**config.mk**
```make
export PLATFORM = sky130hd
export DESIGN_NAME = running_median_filter
export DESIGN_NICKNAME = d
export VERILOG_FILES = /design/src/rmf_pkg.sv /design/src/running_median_filter.sv /design/src/rmf_ctrl.sv /design/src/rmf_datapath.sv
export SDC_FILE = /design/constraint.sdc
export NUM_CORES = 2
export LEC_CHECK = 0
export ABC_CLOCK_PERIOD_IN_PS = 5700
export BUFFER_PORTS_ARGS = -buffer_cell sky130_fd_sc_hd__clkbuf_2
export CAP_MARGIN = 20
export CORE_ASPECT_RATIO = 1.75
export CORE_MARGIN = 2
export CORE_UTILIZATION = 63
export DETAILED_ROUTE_END_ITERATION = 10
export GPL_TIMING_DRIVEN = 1
export PLACE_DENSITY = 0.83
export SYNTH_ARGS = -nofsm -noshare
export SYNTH_HDL_FRONTEND = slang
export SYNTH_HIERARCHICAL = 1
export SYNTH_SLANG_ARGS = --single-unit
```
**constraint.sdc**
```tcl
create_clock -name clk -period 5.7 [get_ports clk]
set_input_delay 0.855 -clock clk [delete_from_list [all_inputs] [get_ports clk]]
set_output_delay 0.855 -clock clk [all_outputs]
set_load 0.01 [all_outputs]
```
**src/rmf_pkg.sv**
```systemverilog
// Shared types and constants for the running median filter.
// Holds the controller state type and the command and status bundles.
// No dependencies; every other file but rmf_checker imports this package.
package rmf_pkg;

  localparam int DEF_MAX_WINDOW = 9;
  localparam int DEF_CHANNELS   = 4;

  localparam int SAMPLE_W = 24;
  localparam int CHAN_W   = 2;
  localparam int WSIZE_W  = 4;

  localparam logic [WSIZE_W-1:0] WSIZE_RESET = WSIZE_W'(3);

  typedef enum logic [2:0] {
    ST_IDLE,
    ST_PREP,
    ST_LOAD,
    ST_DRAIN,
    ST_SORT,
    ST_FINISH
  } rmf_state_t;

  typedef struct packed {
    logic idle;
    logic capture;
    logic rd_en;
    logic sort_en;
    logic wr_front;
    logic out_load;
  } rmf_cmd_t;

  typedef struct packed {
    logic ch_ok;
    logic out_free;
  } rmf_status_t;

endpackage

```
**src/running_median_filter.sv**
```systemverilog
// Top level of the running median filter.
// Depends on rmf_pkg, rmf_ctrl and rmf_datapath.
//
// Samples arrive on the input channel (in_valid, in_stall) with a channel
// number and a block end mark. Each channel keeps its own history; the new
// sample enters the front, and the median of the newest W samples leaves on
// the output channel (out_valid, out_stall) together with the block end mark.
// W comes from window_size, written over the cfg_valid/cfg_ready port while
// the block is idle; zero acts as one and values above MAX_WINDOW saturate.
// Each sample runs through the PREP, LOAD, DRAIN, SORT and FINISH states; W
// of one skips LOAD and DRAIN, and a channel at or above CHANNELS goes to
// FINISH and passes the sample through. The next sample is taken in IDLE.
// Work is set by the history memory, one entry per cycle, and by W passes of
// the odd-even sort cells. A finished result waits in the output register
// while the receiver stalls and the next sample is already accepted; only a
// second result waits for that register to drain. Reset sets W to three and
// makes every history read as zero until written again.
module running_median_filter
  import rmf_pkg::*;
#(
  parameter int MAX_WINDOW = DEF_MAX_WINDOW,
  parameter int CHANNELS   = DEF_CHANNELS
) (
  input  logic                       clk,
  input  logic                       rst,
  input  logic                       cfg_valid,
  output logic                       cfg_ready,
  input  logic [WSIZE_W-1:0]         window_size,
  input  logic                       in_valid,
  output logic                       in_stall,
  input  logic signed [SAMPLE_W-1:0] sample,
  input  logic [CHAN_W-1:0]          channel,
  input  logic                       block_end,
  output logic                       out_valid,
  input  logic                       out_stall,
  output logic signed [SAMPLE_W-1:0] median,
  output logic                       block_end_out
);

  localparam int WW = $clog2(MAX_WINDOW + 1);
  localparam int PW = $clog2(MAX_WINDOW);

  rmf_cmd_t      cmd;
  rmf_status_t   status;
  logic [PW-1:0] step;
  logic [WW-1:0] win_len;

  rmf_ctrl #(
    .MAX_WINDOW(MAX_WINDOW),
    .WW        (WW),
    .PW        (PW)
  ) u_ctrl (
    .clk     (clk),
    .rst     (rst),
    .in_valid(in_valid),
    .status  (status),
    .win_len (win_len),
    .cmd     (cmd),
    .step    (step)
  );

  rmf_datapath #(
    .MAX_WINDOW(MAX_WINDOW),
    .CHANNELS  (CHANNELS),
    .WW        (WW),
    .PW        (PW)
  ) u_datapath (
    .clk          (clk),
    .rst          (rst),
    .cfg_valid    (cfg_valid),
    .window_size  (window_size),
    .sample       (sample),
    .channel      (channel),
    .block_end    (block_end),
    .cmd          (cmd),
    .step         (step),
    .out_stall    (out_stall),
    .status       (status),
    .win_len      (win_len),
    .out_valid    (out_valid),
    .median       (median),
    .block_end_out(block_end_out)
  );

  assign in_stall  = !cmd.idle;
  assign cfg_ready = cmd.idle;

endmodule

```
**src/rmf_ctrl.sv**
```systemverilog
// Controller state machine for the running median filter.
// Sequences history load, sort passes and result hand-off through rmf_cmd_t.
// Depends on rmf_pkg.
module rmf_ctrl
  import rmf_pkg::*;
#(
  parameter int MAX_WINDOW = DEF_MAX_WINDOW,
  parameter int WW         = $clog2(MAX_WINDOW + 1),
  parameter int PW         = $clog2(MAX_WINDOW)
) (
  input  logic          clk,
  input  logic          rst,
  input  logic          in_valid,
  input  rmf_status_t   status,
  input  logic [WW-1:0] win_len,
  output rmf_cmd_t      cmd,
  output logic [PW-1:0] step
);

  rmf_state_t    state;
  rmf_state_t    state_next;
  logic [PW-1:0] step_next;

  always_ff @(posedge clk) begin
    if (rst) begin
      state <= ST_IDLE;
      step  <= '0;
    end else begin
      state <= state_next;
      step  <= step_next;
    end
  end

  always_comb begin
    state_next = state;
    step_next  = step;
    case (state)
      ST_IDLE: begin
        if (in_valid) begin
          state_next = ST_PREP;
        end
      end
      ST_PREP: begin
        if (!status.ch_ok) begin
          state_next = ST_FINISH;
        end else if (win_len == WW'(1)) begin
          state_next = ST_SORT;
          step_next  = '0;
        end else begin
          state_next = ST_LOAD;
          step_next  = PW'(win_len - WW'(2));
        end
      end
      ST_LOAD: begin
        if (step == '0) begin
          state_next = ST_DRAIN;
        end else begin
          step_next = step - PW'(1);
        end
      end
      ST_DRAIN: begin
        state_next = ST_SORT;
        step_next  = '0;
      end
      ST_SORT: begin
        if (WW'(step) + WW'(1) == win_len) begin
          state_next = ST_FINISH;
        end else begin
          step_next = step + PW'(1);
        end
      end
      ST_FINISH: begin
        if (status.out_free) begin
          state_next = ST_IDLE;
        end
      end
      default: begin
        state_next = ST_IDLE;
      end
    endcase
  end

  always_comb begin
    cmd = '0;
    case (state)
      ST_IDLE: begin
        cmd.idle    = 1'b1;
        cmd.capture = in_valid;
      end
      ST_LOAD: begin
        cmd.rd_en = 1'b1;
      end
      ST_SORT: begin
        cmd.sort_en  = 1'b1;
        cmd.wr_front = (step == '0);
      end
      ST_FINISH: begin
        cmd.out_load = status.out_free;
      end
      default: begin
        cmd = '0;
      end
    endcase
  end

endmodule

```
**src/rmf_datapath.sv**
```systemverilog
// Datapath of the running median filter: history memory, window registers,
// odd-even transposition sort cells and the output register.
// Depends on rmf_pkg; driven by rmf_ctrl.
module rmf_datapath
  import rmf_pkg::*;
#(
  parameter int MAX_WINDOW = DEF_MAX_WINDOW,
  parameter int CHANNELS   = DEF_CHANNELS,
  parameter int WW         = $clog2(MAX_WINDOW + 1),
  parameter int PW         = $clog2(MAX_WINDOW)
) (
  input  logic                       clk,
  input  logic                       rst,
  input  logic                       cfg_valid,
  input  logic [WSIZE_W-1:0]         window_size,
  input  logic signed [SAMPLE_W-1:0] sample,
  input  logic [CHAN_W-1:0]          channel,
  input  logic                       block_end,
  input  rmf_cmd_t                   cmd,
  input  logic [PW-1:0]              step,
  input  logic                       out_stall,
  output rmf_status_t                status,
  output logic [WW-1:0]              win_len,
  output logic                       out_valid,
  output logic signed [SAMPLE_W-1:0] median,
  output logic                       block_end_out
);

  localparam int DEPTH = CHANNELS * MAX_WINDOW;
  localparam int AW    = $clog2(DEPTH);

  logic [WSIZE_W-1:0]         wsize;
  logic [WW-1:0]              eff_len;
  logic signed [SAMPLE_W-1:0] sample_q;
  logic [CHAN_W-1:0]          ch_q;
  logic                       end_q;
  logic                       ch_ok;

  logic signed [SAMPLE_W-1:0] mem [DEPTH];
  logic [DEPTH-1:0]           mem_vld;
  logic signed [SAMPLE_W-1:0] mem_q;
  logic                       mem_hit_q;
  logic                       rd_pend;
  logic [PW-1:0]              rd_pos_q;
  logic signed [SAMPLE_W-1:0] rd_val;

  logic [AW-1:0]              rd_addr;
  logic [AW-1:0]              wr_addr;
  logic [PW-1:0]              wr_pos;
  logic                       wr_en;
  logic signed [SAMPLE_W-1:0] wr_data;

  logic signed [SAMPLE_W-1:0] win [MAX_WINDOW];
  logic signed [SAMPLE_W-1:0] win_next [MAX_WINDOW];
  logic [PW-1:0]              med_idx;
  logic signed [SAMPLE_W-1:0] result;

  always_ff @(posedge clk) begin
    if (rst) begin
      wsize <= WSIZE_RESET;
    end else if (cfg_valid && cmd.idle) begin
      wsize <= window_size;
    end
  end

  always_comb begin
    if (wsize == '0) begin
      eff_len = WW'(1);
    end else if (32'(wsize) > MAX_WINDOW) begin
      eff_len = WW'(MAX_WINDOW);
    end else begin
      eff_len = WW'(wsize);
    end
  end

  always_ff @(posedge clk) begin
    if (cmd.capture) begin
      sample_q <= sample;
      ch_q     <= channel;
      end_q    <= block_end;
      ch_ok    <= (32'(channel) < CHANNELS);
      win_len  <= eff_len;
    end
  end

  assign rd_addr = AW'(32'(ch_q) * MAX_WINDOW + 32'(step));
  assign wr_pos  = cmd.wr_front ? '0 : rd_pos_q + PW'(1);
  assign wr_addr = AW'(32'(ch_q) * MAX_WINDOW + 32'(wr_pos));
  assign wr_en   = cmd.wr_front || rd_pend;
  assign rd_val  = mem_hit_q ? mem_q : '0;
  assign wr_data = cmd.wr_front ? sample_q : rd_val;

  always_ff @(posedge clk) begin
    if (wr_en) begin
      mem[wr_addr] <= wr_data;
    end
  end

  always_ff @(posedge clk) begin
    if (rst) begin
      mem_vld <= '0;
    end else if (wr_en) begin
      mem_vld[wr_addr] <= 1'b1;
    end
  end

  always_ff @(posedge clk) begin
    if (cmd.rd_en) begin
      mem_q     <= mem[rd_addr];
      mem_hit_q <= mem_vld[rd_addr];
      rd_pos_q  <= step;
    end
  end

  always_ff @(posedge clk) begin
    if (rst) begin
      rd_pend <= 1'b0;
    end else begin
      rd_pend <= cmd.rd_en;
    end
  end

  always_comb begin
    for (int i = 0; i < MAX_WINDOW; i++) begin
      win_next[i] = win[i];
    end
    for (int i = 0; i < MAX_WINDOW - 1; i++) begin
      if ((i % 2) == int'(step[0]) && (i + 1) < int'(win_len) && win[i] > win[i+1]) begin
        win_next[i]   = win[i+1];
        win_next[i+1] = win[i];
      end
    end
  end

  always_ff @(posedge clk) begin
    if (cmd.capture) begin
      win[0] <= sample;
    end else if (rd_pend) begin
      win[wr_pos] <= rd_val;
    end else if (cmd.sort_en) begin
      win <= win_next;
    end
  end

  assign med_idx = PW'(win_len >> 1);
  assign result  = ch_ok ? win[med_idx] : sample_q;

  always_ff @(posedge clk) begin
    if (rst) begin
      out_valid <= 1'b0;
    end else if (cmd.out_load) begin
      out_valid <= 1'b1;
    end else if (!out_stall) begin
      out_valid <= 1'b0;
    end
  end

  always_ff @(posedge clk) begin
    if (cmd.out_load) begin
      median        <= result;
      block_end_out <= end_q;
    end
  end

  assign status.ch_ok    = ch_ok;
  assign status.out_free = !out_valid || !out_stall;

endmodule

```
== Yosys cells after proc, flatten, opt, wreduce, memory -nomap -nowiden ==
Memory sizes are Yosys's and may differ from the RTL's. A register that Yosys moved wholly into a read port is not among the register bits.
Index checks and enable logic that the tools add are counted.
Cells by class
  add/subtract/negate cells: 6
  $mul: 1
  magnitude comparators: 23
  equality and inequality tests: 14
  mux-type cells: 43
  bitwise operators: 5
  reduce and logical (&&, ||, !) cells: 51
Operators with widths (count)
  $mux W216: 2
  $mux W48: 8
  $bwmux W216: 1
  $gt A24 B24 Y1: 8
  $mux W24: 6
  $bmux W24 S4: 1
  $demux W24 S4: 1
  $or A36 B36 Y36: 1
  $reduce_and A3 Y1: 9
  $reduce_bool A3 Y1: 9
  $mux W4: 5
  $logic_and A1 B1 Y1: 19
  $pmux W3 S6: 1
  $lt A3 B4 Y1 const A: 4
  $pmux W4 S4: 1
  $mux W3: 5
  $lt A6 B7 Y1 const B: 2
  $add A6 B4 Y6: 2
  $ge A5 B5 Y1 const B: 2
  $add A4 B1 Y4 const B: 2
  $logic_not A4 Y1: 2
  $lt A2 B4 Y1 const A: 2
  $mux W1: 8
  $ne A2 B1 Y1 const B: 4
  other kinds (28): 38
Word-level totals
  flip-flop bits (word level): 326
  bits in writable memories: 864
  bits of input ports: 36
  output and inout bits: 28
  logic and storage cells: 168
  memories: 1
Memory list
  u_datapath.mem: words 36, width 24, rd ports 1, clocked after Yosys merged registers in 1, write ports 1, RTL line rmf_datapath.sv:39  | logic signed [SAMPLE_W-1:0] mem [DEPTH];

== Longest topological paths before layout ==
  word-level depth: 14
  depth in mapped cells: 17

== Hierarchy ==
Netlist, hierarchy kept.
Modules (own cells, without submodules)
  rmf_datapath: times used 1, cells each 3332, area an instance 54765.0 um^2, sequential area each 35824.4 um^2
  rmf_ctrl: times used 1, cells each 100, area an instance 760.7 um^2, sequential area each 140.1 um^2
  running_median_filter: times used 1, cells each 1, area an instance 3.8 um^2, sequential area each 0.0 um^2

== Worst setup path after synthesis ==
Ideal clock, no wire load.
  path kind: register to register
  from: register u_ctrl.step[0]
  to: memory u_datapath.mem[13][0], enable pin
  library setup time: 0.437 ns
  arrival time: 4.734 ns
  setup slack: 0.528 ns
  stages on the path, launching flop included: 17
  buffers on the path: 4
  period minus slack after synthesis: 5.172 ns
  path through: dfxtp_1 clkbuf_1 inv_1 ha_1 nand2_1 nor2_1 clkbuf_1 nor2b_1 ha_1 a21oi_1 or3_1 clkbuf_1 mux2_2 o21ai_1 nand2b_1 clkbuf_1 nor3_1
RTL lines
  from (decl): RTL line rmf_ctrl.sv:17  | output logic [PW-1:0] step
  from (signal assigned): RTL line rmf_ctrl.sv:30  | step <= step_next;
  to (decl): RTL line rmf_datapath.sv:39

==> metrics <==
width of the die=228.4 um; period utilization=80.82%; hold path cells=1; Max H-tree Level=3; CTS buffer count=102; Tmin final=4607 ps; # port buffers=63; register area share after synthesis=64.77%; power per cell area=393.6 nW/um^2; Post-Syn Area=55530 um^2; Post-Syn Area per Cell=16.18 um^2; max-slew violations=0; Peak Freq=0.2171 GHz; GRT Total Usage=33.43%; most common cell after layout, fill and taps aside=edfxtp_1; top post-synthesis cells by area=edfxtp_1 (63%), mux4_2 (13%), ha_1 (4.6%); Critical Path Start Type=flop; CTS tree=yes; final net count=3746; Vias=33670; worst r2r path cells=12; status=finished clean; register-to-register setup slack=1090 ps; io pins=64; GRT overflow=0; Worst Tran Pin Value=1192 ps; Slew Limit Headroom=20.52%; leading area contributor after synthesis=edfxtp_1; global-route wire length before repair=220800 um; Worst IR Drop VDD=0.0003422 V; Max Cap Viol=0; Seq cells post-synth=1214; Distinct cells, synth=83; Hold Fails Final Rpt=0; Rows=144; Core ar.=87740 um^2; RSZ-0062 raised after global routing=false; antenna violations before repair=3; min-delay worst type=in2reg; worst-path maximum fanout=25; fraction of layout cells with a size suffix above 1=22.29%; final setup fails=0; Via density=7.069; TritonRoute pass-1 iters=7; Yosys top cell area share=63.00%; total routed wirelength=150100 um; post-cts hold buffer count=0; drc violations=0; die extent in y=396.7 um; CP Class=reg2reg; Initial DRC Count=4057; Filler cells=5345; Area Growth Syn to Fin=10.20%; largest net degree at the start of global routing=79; most frequent cells in the layout=edfxtp_1 (1165), mux4_2 (322), nor2_1 (224), inv_1 (203), ha_1 (201); CP max-delay cell=nor2_4; full die area=90630 um^2; Clock Path Buffers=3; WP depth=12; Yosys warnings=6; post_cts resized=0; routability cong.=0.9705; fraction of registers with async set/reset=0%; CP endpoint kind=flop; CTS Root Cell=clkbuf_16; ANT nets after route=0; Avg WL per Cell=31.51 um; Clock Sinks=1214; worst-path cell chain=inv_1 > ha_1 > nand2_1 > nor2_4 > nor2b_1 > ha_1 > a21oi_1 > or3_1 > mux2_2 > o21ai_1 > nand2b_1 > nor2_4; clock slew at reported path FFs=70 ps; CP required=6050 ps; slowest stage delay, CP=950 ps; effective utilization at floorplan=63.29%; CP arrival=4960 ps; maximum clock skew at final layout=33.19 ps; Lkg Pwr=0.02098 uW; ys flop type=edfxtp_1; Setup TNS Final=0 ps; hpwl dp=98190 um; hold slack=311.9 ps; number of buffer and inverter stages on the critical path=1; Post-synth EDFFs=1165; Clock Latency Late Sink=730 ps; Cells after Synth=3433; Synth Net Count=3673; Post-CTS Setup Bufs=0; CP top delay family=simple AND/OR/NAND/NOR gates; vias in the first global route=34520
sequential cells by signal, indices dropped and copies added (netlist names), 2 cells and up:
| register | flops |
|---|---|
| u_datapath/median | 24 |
| u_datapath/ch_q | 2 |
| u_datapath/mem_vld | 36 |
| u_datapath/rd_pos_q | 4 |
| u_datapath/wsize | 4 |
| u_datapath/win_len | 4 |
| u_datapath/sample_q | 24 |
| u_datapath/mem | 864 |
| u_datapath/win | 216 |
| u_ctrl/step | 4 |
| u_datapath/mem_q | 24 |
| u_ctrl/state | 3 |
path summary, 6_finish.rpt:
check                    from                        to
max            u_ctrl/step[1]    u_datapath/mem[12][17]
min                 block_end          u_datapath/end_q
max reg2reg    u_ctrl/step[1]    u_datapath/mem[12][17]
min reg2reg  u_datapath/end_q  u_datapath/block_end_out
final cells by class:
type	count	area, um^2	share of cell area, %
clock inverters	58	579.3	0.9467
inverters	205	769.5	1.257
diodes	1	2.502	0.004089
flip-flops and latches	1214	35970	58.77
clock buffers	134	2805	4.584
repair buffers	163	1247	2.039
multi-input cells	1820	18360	30.01
well taps	1168	1461	2.388
cell usage after synthesis (37+ instances only):
library cell and n:
a21oi_1 142, a221o_1 121, buf_2 37, clkbuf_1 134
dfxtp_1 49, edfxtp_1 1165, ha_1 202, inv_1 204
mux4_2 322, nand2_1 173, nand3_1 61, nand4_1 71
nor2_1 257, o21ai_0 69
where the power goes:
| group | switching [uW] | leakage [uW] | internal [uW] | total, uW |
|---|---|---|---|---|
| Clock | 3320 | 0.00164 | 3830 | 7150 |
| Sequential | 232 | 0.0111 | 10400 | 10600 |
| Combinational | 3510 | 0.00824 | 2800 | 6310 |
| Total | 7070 | 0.0210 | 17000 | 24100 |
metrics by stage:
stage                     total power [uW]  cell area [um^2]  std cells  utilization [%]  worst slack [ps]
after floorplan                      15100             55530       3433                -             528.2
after global placement               16720             57610       4557            65.66              1264
after detailed placement             16930             57700       4563            65.76              1126
after CTS                            24050             61090       4755            69.62              1068
after global routing                 24740             61190       4762            69.74             820.9
final                                24080             61190       4763            69.74              1093
cell families after synthesis:
logic type,synth area share [%]
compound gates,7.832
fa+ha+maj,4.624
buf+inv,2.965
xor+xnor,0.2636
flops,64.77
mux,14.09
simple gates,5.451
other cells,0.006753
routing by layer:
| metal | share of wire [%] | up-vias | wire [um] | track usage [%] |
|---|---|---|---|---|
| met1 | 32 | 16940 | 47370 | 37.43 |
| met5 | 0.0087 | - | 13 | 0 |
| met3 | 7.9 | 587 | 11810 | 5.009 |
| met4 | 7.7 | 2 | 11540 | 23.27 |
| met2 | 53 | 2167 | 79330 | 58.92 |
| li1 | - | 13980 | - | - |
(Power assumes the default switching activity.)
